===== src/rtl/cfb_pkg.sv =====
// ----------------------------------------------------------------------------
// cfb_pkg
// Constants, types and the CRC byte update shared by the frame builder.
// ----------------------------------------------------------------------------
package cfb_pkg;

	localparam int MAX_FRAME_BYTES = 255;
	localparam int FRAME_OVERHEAD  = 8;

	// longest data run a start may ask for
	localparam logic [7:0] LEN_LIMIT  = 8'(MAX_FRAME_BYTES - FRAME_OVERHEAD);
	// count byte = data length + this
	localparam logic [7:0] COUNT_BIAS = 8'(FRAME_OVERHEAD - 1);

	localparam logic [15:0] CRC_POLY      = 16'h8005;
	localparam logic [7:0]  WORD_ADDR_CMD = 8'h03;

	localparam logic MODE_START = 1'b0;
	localparam logic MODE_DATA  = 1'b1;

	typedef logic [1:0] kind_t;
	localparam kind_t KIND_START  = 2'd0;
	localparam kind_t KIND_DATA   = 2'd1;
	localparam kind_t KIND_REJECT = 2'd2;

	// byte selects of the output sequencer
	typedef logic [3:0] sel_t;
	localparam sel_t SEL_ADDR   = 4'd0;
	localparam sel_t SEL_COUNT  = 4'd1;
	localparam sel_t SEL_OPCODE = 4'd2;
	localparam sel_t SEL_P1     = 4'd3;
	localparam sel_t SEL_P2_LO  = 4'd4;
	localparam sel_t SEL_P2_HI  = 4'd5;
	localparam sel_t SEL_CRC_LO = 4'd6;
	localparam sel_t SEL_CRC_HI = 4'd7;
	localparam sel_t SEL_DATA   = 4'd8;
	localparam sel_t SEL_REJECT = 4'd9;

	// sequencer step counts
	typedef logic [2:0] step_t;
	localparam step_t STEP_HDR_END  = 3'd5;
	localparam step_t STEP_FULL_END = 3'd7;
	localparam step_t STEP_DATA     = 3'd0;
	localparam step_t STEP_DCRC_LO  = 3'd1;
	localparam step_t STEP_DCRC_HI  = 3'd2;

	localparam int FIFO_DEPTH = 4;
	localparam int FIFO_AW    = $clog2(FIFO_DEPTH);

	typedef struct packed {
		kind_t       kind;
		logic        tail;         // append the CRC trailer after this word
		logic [7:0]  opcode;
		logic [7:0]  first_param;
		logic [15:0] second_param;
		logic [7:0]  count;
		logic [7:0]  data_byte;
	} cmd_t;

	typedef struct packed {
		logic full;
		logic empty;
	} fifo_stat_t;

	function automatic logic [15:0] crc_byte(input logic [15:0] crc, input logic [7:0] b);
		logic [15:0] c;
		c = crc;
		for (int i = 0; i < 8; i++) begin
			if (b[i] != c[15]) begin
				c = {c[14:0], 1'b0} ^ CRC_POLY;
			end else begin
				c = {c[14:0], 1'b0};
			end
		end
		return c;
	endfunction

endpackage


===== src/rtl/cfb_fifo.sv =====
// ----------------------------------------------------------------------------
// cfb_fifo
// Short command queue between the classifier and the byte sequencer.
// ----------------------------------------------------------------------------
module cfb_fifo (
	input  logic                clk,
	input  logic                arst_n,
	input  logic                push,
	input  cfb_pkg::cmd_t       push_cmd,
	input  logic                pop,
	output cfb_pkg::cmd_t       head,
	output cfb_pkg::fifo_stat_t stat
);

	cfb_pkg::cmd_t                  mem_q [cfb_pkg::FIFO_DEPTH];
	logic [cfb_pkg::FIFO_AW-1:0]    wr_ptr_q;
	logic [cfb_pkg::FIFO_AW-1:0]    rd_ptr_q;
	logic [cfb_pkg::FIFO_AW:0]      count_q;

	assign stat.full  = (count_q == (cfb_pkg::FIFO_AW+1)'(cfb_pkg::FIFO_DEPTH));
	assign stat.empty = (count_q == '0);
	assign head       = mem_q[rd_ptr_q];

	always_ff @(posedge clk) begin
		if (push) begin
			mem_q[wr_ptr_q] <= push_cmd;
		end
	end

	always_ff @(posedge clk or negedge arst_n) begin
		if (!arst_n) begin
			wr_ptr_q <= '0;
			rd_ptr_q <= '0;
			count_q  <= '0;
		end else begin
			if (push) begin
				wr_ptr_q <= wr_ptr_q + 1'b1;
			end
			if (pop) begin
				rd_ptr_q <= rd_ptr_q + 1'b1;
			end
			if (push && !pop) begin
				count_q <= count_q + 1'b1;
			end else if (pop && !push) begin
				count_q <= count_q - 1'b1;
			end
		end
	end

endmodule


===== src/rtl/cfb_front.sv =====
// ----------------------------------------------------------------------------
// cfb_front
// Accept input words, track the open frame and queue one command per word.
// ----------------------------------------------------------------------------
module cfb_front (
	input  logic                clk,
	input  logic                arst_n,
	input  logic                in_valid,
	output logic                in_ready,
	input  logic                mode,
	input  logic [7:0]          opcode,
	input  logic [7:0]          first_param,
	input  logic [15:0]         second_param,
	input  logic [7:0]          data_length,
	input  logic [7:0]          data_byte,
	input  cfb_pkg::fifo_stat_t stat,
	output logic                push,
	output cfb_pkg::cmd_t       cmd
);

	logic       frame_open_q;
	logic [7:0] bytes_left_q;
	logic       open_d;
	logic [7:0] left_d;

	assign in_ready = !stat.full;
	assign push     = in_valid && !stat.full;

	always_comb begin
		cmd.kind         = cfb_pkg::KIND_REJECT;
		cmd.tail         = 1'b0;
		cmd.opcode       = opcode;
		cmd.first_param  = first_param;
		cmd.second_param = second_param;
		cmd.count        = data_length + cfb_pkg::COUNT_BIAS;
		cmd.data_byte    = data_byte;
		open_d           = frame_open_q;
		left_d           = bytes_left_q;
		if (mode == cfb_pkg::MODE_START) begin
			// a start always drops whatever frame was open
			open_d = 1'b0;
			left_d = '0;
			if (data_length <= cfb_pkg::LEN_LIMIT) begin
				cmd.kind = cfb_pkg::KIND_START;
				cmd.tail = (data_length == '0);
				open_d   = (data_length != '0);
				left_d   = data_length;
			end
		end else if (frame_open_q && bytes_left_q != '0) begin
			cmd.kind = cfb_pkg::KIND_DATA;
			cmd.tail = (bytes_left_q == 8'd1);
			left_d   = bytes_left_q - 8'd1;
			open_d   = (bytes_left_q != 8'd1);
		end
	end

	always_ff @(posedge clk or negedge arst_n) begin
		if (!arst_n) begin
			frame_open_q <= 1'b0;
			bytes_left_q <= '0;
		end else if (push) begin
			frame_open_q <= open_d;
			bytes_left_q <= left_d;
		end
	end

endmodule


===== src/rtl/cfb_back.sv =====
// ----------------------------------------------------------------------------
// cfb_back
// Expand queued commands into frame bytes, run the CRC and hold the output.
// ----------------------------------------------------------------------------
module cfb_back (
	input  logic                clk,
	input  logic                arst_n,
	input  cfb_pkg::cmd_t       head,
	input  cfb_pkg::fifo_stat_t stat,
	output logic                pop,
	output logic                out_valid,
	input  logic                out_ready,
	output logic [7:0]          out_byte,
	output logic                frame_last,
	output logic                rejected
);

	logic           out_valid_q;
	logic [7:0]     byte_q;
	logic           last_q;
	logic           rej_q;
	cfb_pkg::step_t step_q;
	logic [15:0]    crc_q;

	logic           adv;
	logic           go;
	cfb_pkg::sel_t  sel;
	logic           last_step;
	logic [7:0]     byte_d;

	assign adv = !out_valid_q || out_ready;
	assign go  = adv && !stat.empty;
	assign pop = go && last_step;

	always_comb begin
		sel       = cfb_pkg::SEL_REJECT;
		last_step = 1'b1;
		case (head.kind)
			cfb_pkg::KIND_START: begin
				sel       = cfb_pkg::sel_t'(step_q);
				last_step = (step_q == (head.tail ? cfb_pkg::STEP_FULL_END
				                                  : cfb_pkg::STEP_HDR_END));
			end
			cfb_pkg::KIND_DATA: begin
				case (step_q)
					cfb_pkg::STEP_DATA:    sel = cfb_pkg::SEL_DATA;
					cfb_pkg::STEP_DCRC_LO: sel = cfb_pkg::SEL_CRC_LO;
					default:               sel = cfb_pkg::SEL_CRC_HI;
				endcase
				last_step = (step_q == (head.tail ? cfb_pkg::STEP_DCRC_HI
				                                  : cfb_pkg::STEP_DATA));
			end
			default: begin
				sel       = cfb_pkg::SEL_REJECT;
				last_step = 1'b1;
			end
		endcase
	end

	always_comb begin
		case (sel)
			cfb_pkg::SEL_ADDR:   byte_d = cfb_pkg::WORD_ADDR_CMD;
			cfb_pkg::SEL_COUNT:  byte_d = head.count;
			cfb_pkg::SEL_OPCODE: byte_d = head.opcode;
			cfb_pkg::SEL_P1:     byte_d = head.first_param;
			cfb_pkg::SEL_P2_LO:  byte_d = head.second_param[7:0];
			cfb_pkg::SEL_P2_HI:  byte_d = head.second_param[15:8];
			cfb_pkg::SEL_CRC_LO: byte_d = crc_q[7:0];
			cfb_pkg::SEL_CRC_HI: byte_d = crc_q[15:8];
			cfb_pkg::SEL_DATA:   byte_d = head.data_byte;
			default:             byte_d = '0;
		endcase
	end

	always_ff @(posedge clk or negedge arst_n) begin
		if (!arst_n) begin
			out_valid_q <= 1'b0;
			step_q      <= '0;
			crc_q       <= '0;
		end else begin
			if (adv) begin
				out_valid_q <= !stat.empty;
			end
			if (go) begin
				step_q <= last_step ? '0 : step_q + 1'b1;
				case (sel)
					cfb_pkg::SEL_ADDR: crc_q <= '0;
					cfb_pkg::SEL_COUNT, cfb_pkg::SEL_OPCODE, cfb_pkg::SEL_P1,
					cfb_pkg::SEL_P2_LO, cfb_pkg::SEL_P2_HI, cfb_pkg::SEL_DATA:
						crc_q <= cfb_pkg::crc_byte(crc_q, byte_d);
					default: crc_q <= crc_q;
				endcase
			end
		end
	end

	always_ff @(posedge clk) begin
		if (go) begin
			byte_q <= byte_d;
			last_q <= (sel == cfb_pkg::SEL_CRC_HI);
			rej_q  <= (sel == cfb_pkg::SEL_REJECT);
		end
	end

	assign out_valid  = out_valid_q;
	assign out_byte   = byte_q;
	assign frame_last = last_q;
	assign rejected   = rej_q;

endmodule


===== src/rtl/crc16_command_frame_builder.sv =====
// ----------------------------------------------------------------------------
// crc16_command_frame_builder
// Command frame builder with a CRC-16 (poly 0x8005) trailer.
// ----------------------------------------------------------------------------
// Usage:
//   s_axis carries one word per command item. tuser = mode: 0 starts a frame
//   (opcode, first_param, second_param, data_length), 1 carries one data byte.
//   m_axis carries the frame one byte per word; tlast marks the CRC high byte
//   that ends a frame and tuser flags a rejected word (data byte 0).
//   A start emits 0x03, count, opcode, first_param, second_param low/high;
//   with length 0 the CRC low/high bytes follow at once. Each data word
//   gives its byte, and the last one is followed by the CRC trailer.
// Path: an accepted word is queued; its bytes are registered from the queue.
// Throughput: the output sequencer emits one byte per cycle unless stalled;
//   a data word gives one byte (the last adds the CRC trailer), a start
//   six, eight with length 0. A four-entry queue between the classifier and
//   the sequencer absorbs header bursts; s_axis_tready drops when it fills.
// Reset: arst_n clears the open frame, the CRC, the queue and the output.
// Stall: with m_axis_tready low the output word holds, the queue fills and
//   then s_axis_tready falls; nothing is dropped.
// ----------------------------------------------------------------------------
module crc16_command_frame_builder (
	input  logic        clk,
	input  logic        arst_n,
	input  logic        s_axis_tvalid,
	output logic        s_axis_tready,
	// [7:0] opcode, [15:8] first_param, [31:16] second_param,
	// [39:32] data_length, [47:40] data_byte
	input  logic [47:0] s_axis_tdata,
	// [0] mode
	input  logic [0:0]  s_axis_tuser,
	output logic        m_axis_tvalid,
	input  logic        m_axis_tready,
	// [7:0] out_byte
	output logic [7:0]  m_axis_tdata,
	output logic        m_axis_tlast,
	// [0] rejected
	output logic [0:0]  m_axis_tuser
);

	cfb_pkg::cmd_t       push_cmd;
	cfb_pkg::cmd_t       head;
	cfb_pkg::fifo_stat_t stat;
	logic                push;
	logic                pop;

	// classify words and keep the frame bookkeeping
	cfb_front u_front (
		.clk          (clk),
		.arst_n       (arst_n),
		.in_valid     (s_axis_tvalid),
		.in_ready     (s_axis_tready),
		.mode         (s_axis_tuser[0]),
		.opcode       (s_axis_tdata[7:0]),
		.first_param  (s_axis_tdata[15:8]),
		.second_param (s_axis_tdata[31:16]),
		.data_length  (s_axis_tdata[39:32]),
		.data_byte    (s_axis_tdata[47:40]),
		.stat         (stat),
		.push         (push),
		.cmd          (push_cmd)
	);

	// decouple the two sides
	cfb_fifo u_fifo (
		.clk      (clk),
		.arst_n   (arst_n),
		.push     (push),
		.push_cmd (push_cmd),
		.pop      (pop),
		.head     (head),
		.stat     (stat)
	);

	// expand commands into bytes and append the CRC
	cfb_back u_back (
		.clk        (clk),
		.arst_n     (arst_n),
		.head       (head),
		.stat       (stat),
		.pop        (pop),
		.out_valid  (m_axis_tvalid),
		.out_ready  (m_axis_tready),
		.out_byte   (m_axis_tdata),
		.frame_last (m_axis_tlast),
		.rejected   (m_axis_tuser[0])
	);

endmodule


===== config.mk =====
export PLATFORM = sky130hd
export DESIGN_NAME = crc16_command_frame_builder
export DESIGN_NICKNAME = d
export VERILOG_FILES = /design/src/rtl/cfb_pkg.sv /design/src/rtl/cfb_fifo.sv /design/src/rtl/cfb_front.sv /design/src/rtl/cfb_back.sv /design/src/rtl/crc16_command_frame_builder.sv
export SDC_FILE = /design/constraint.sdc
export NUM_CORES = 1
export LEC_CHECK = 0
export ABC_AREA = 1
export BUFFER_PORTS_ARGS = -buffer_cell sky130_fd_sc_hd__buf_2
export CORE_MARGIN = 10
export CORE_UTILIZATION = 36
export CTS_BUF_LIST = sky130_fd_sc_hd__clkbuf_4
export CTS_CLUSTER_SIZE = 20
export DETAILED_ROUTE_END_ITERATION = 8
export GPL_ROUTABILITY_DRIVEN = 0
export PLACE_DENSITY_LB_ADDON = 0.25
export SYNTH_ARGS = -nofsm -noshare
export SYNTH_HDL_FRONTEND = slang
export SYNTH_HIERARCHICAL = 1
export SYNTH_SLANG_ARGS = --single-unit
export TNS_END_PERCENT = 50

===== constraint.sdc =====
create_clock -name clk -period 10.3 [get_ports clk]
set_clock_uncertainty 0.2 [all_clocks]
set_input_delay 3.09 -clock clk [delete_from_list [all_inputs] [get_ports clk]]
set_output_delay 3.09 -clock clk [all_outputs]
set_load 0.02 [all_outputs]

==> results_dict.tcl <==
set metrics [dict create \
    outcome "complete, no violations" \
    required_ns 7.01 \
    cts_sinks 250 \
    cts_resized 0 \
    grt_util_all_layers 0.130 \
    finalCritPeriodShare 0.478 \
    routedWlPerCell_um 15.6 \
    cts_buffers 69 \
    num-nets-final 1262 \
    max-slew-margin-rel 0.392 \
    max_freq_ghz 0.203 \
    synth_warnings 6 \
    initial_core_util 0.363 \
    fin_ws_ns 5.38 \
    postSynthAreaPerCell_um2 10.7 \
    setup.worst_path.class "reg -> out" \
    critPathLaunchType "flop" \
    grt.overflow.total 0 \
    clk-insertion-delay-late_ns 0.67 \
    ys_top_cells_by_area "edfxtp_1 53%, nand2_1 8.5%, dfrtp_1 7.4%, o211ai_1 6.1%, inv_1 5.0%" \
    fillers 3350 \
    first_iter_violations 452 \
    cts_setup_buffers 0 \
    cts_hold_buf 0 \
    cts_tree "yes" \
    synthFlopType "edfxtp_1" \
    vias_per_cell 4.65 \
    slew_violations 0 \
    synth_nets 1197 \
    cts_root_buf "clkbuf_4" \
    wirelength_mm 26.4 \
    worst_hold_slack_ns 0.298 \
    worstHoldPathType "reg -> reg" \
    die_h_um 203 \
    rsz0062_at_grt "false" \
    port_buffers 64 \
    drt_pass1_iterations 5 \
    ys_seq_elements 250 \
    clkTransAtPathRegs_ns 0.06 \
    finalSetupViolCount 0 \
    yosys.cell_types.count 45 \
    tightest_slew_ns 0.912 \
    drv_cap 0 \
    synth_edf_count 214 \
    fin_crit_ns 4.92 \
    die_x_um 203 \
    synthTopCellsByCount "276 x nand2_1, 214 x edfxtp_1, 161 x inv_1, 99 x o211ai_1, 54 x nand3_1" \
    grt_start_max_net_pins 85 \
    tns_ns 0 \
    cts_htree_levels 3 \
    grt_pass1_vias 7991 \
    arrival_ns 1.63 \
    critPathMaxFanout 4 \
    core_area_um2 33400 \
    postSynthCellCount 1132 \
    layout-area-overhead-vs-synth_pct 10.3 \
    dieArea_um2 41400 \
    synth_top_area_frac 0.530 \
    clk_path_buf_depth 3 \
    drc_errors 0 \
    dp_hpwl_mm 17.2 \
    grt_first_pass_wirelength_mm 42.6 \
    pre_cts_slack_ns 4.95 \
    ios 65 \
    hold_viol_final 0 \
    post_route_cells_drive_above_1_share 0.224 \
    syn_area_um2 12100 \
    cp-end-kind "output pin" \
    utilization 0.401 \
    synth_area_leader_cell "edfxtp_1" \
    ant_nets 0 \
    async_flop_share 0.144 \
    grt_antenna_before_repair 1 \
    std_cell_rows 67 \
    yosys.cell_count.top_type "nand2_1" \
    yosysSeqAreaShare 0.604 \
    num_vias 7897 \
]
## critical path: stages (launching register included)
cell and delay (ns):
dfrtp_1 0.44, nor3_1 0.29, inv_2 0.07, buf_2 0.17
## final timing paths
check                                   start                 end  slack [ns]  depth (start not counted)
max reg2reg                u_fifo/rd_ptr_q[0]     u_back/crc_q[4]        5.49                         15
min                           u_back/crc_q[2]     u_back/crc_q[2]        0.30                          2
min in group asynchronous              arst_n  u_fifo/wr_ptr_q[0]        2.37                          1
max                         u_fifo/count_q[0]       s_axis_tready        5.38                          3
min reg2reg                   u_back/crc_q[2]     u_back/crc_q[2]        0.30                          2
max in group asynchronous              arst_n  u_fifo/rd_ptr_q[0]        6.84                          1
## cell families after synthesis
family,count (synthesis),synth area share
flops,250,0.604
fa+ha+maj,12,0.0130
compound gates,167,0.100
simple gates,425,0.163
xor+xnor,17,0.0123
buf+inv,261,0.107
## flip-flops by register name (all words and copies together), names as in the netlist
register and cells:
u_back/out_byte 8, u_back/frame_last 1, u_fifo/wr_ptr_q 2, u_back/crc_q 16
u_back/step_q 3, u_fifo/count_q 3, u_back/out_valid 1, u_front/bytes_left_q 8
u_back/rejected 1, u_fifo/rd_ptr_q 2, u_front/frame_open_q 1, u_fifo/mem_q 204
## routing by layer
metal  vias up  global-route usage  wire (µm)
li1       3964                   -          -
met1      3747               0.157      11500
met2       150               0.219      13100
met3        36              0.0301       1300
met4         0              0.0530        513
met5         -                   0          0
## area by class of cell
| class | instances | area [µm²] | area share |
|---|---|---|---|
| Sequential cell | 250 | 7330 | 0.549 |
| Multi-Input combinational cell | 621 | 3500 | 0.262 |
| Clock buffer | 99 | 743 | 0.0556 |
| Inverter | 182 | 686 | 0.0513 |
| Tap cell | 448 | 561 | 0.0419 |
| Timing Repair Buffer | 73 | 388 | 0.0290 |
| Clock inverter | 23 | 149 | 0.0111 |
| Antenna cell | 1 | 2.50 | 0.000187 |
## through the flow
| step | cell area (µm²) | std cells |
|---|---|---|
| 3_3_place_gp | 12500 | 1574 |
| 3_5_place_dp | 12500 | 1574 |
| 5_1_grt | 13400 | 1697 |
| 4_1_cts | 13400 | 1696 |
| 6_report | 13400 | 1697 |
| 2_1_floorplan | 12100 | 1132 |
## cells in the final DEF (no fill, tap or decap), types with 2 or more instances in the layout
master and n:
a21oi_1 8, a21oi_2 4, a221oi_1 4, a31oi_1 2, a32o_1 3, buf_2 64
buf_4 9, bufinv_16 2, clkbuf_4 99, clkinv_1 17, clkinv_2 2, clkinvlp_4 2
dfrtp_1 34, edfxtp_1 214, ha_1 11, inv_1 157, inv_2 24, nand2_1 276
nand2_2 28, nand2_4 11, nand3_1 54, nand3_2 9, nand4_1 2, nor2_1 25
nor2_2 5, nor2_4 7, nor3_1 5, o211ai_1 99, o211ai_2 6, o21ai_0 18
o21ai_1 7, o21ai_2 2, o22ai_1 9, xnor2_1 3, xor2_1 14
Power is not shown: default switching activity piles up to over one toggle a cycle in this logic, so the estimate is an artifact.
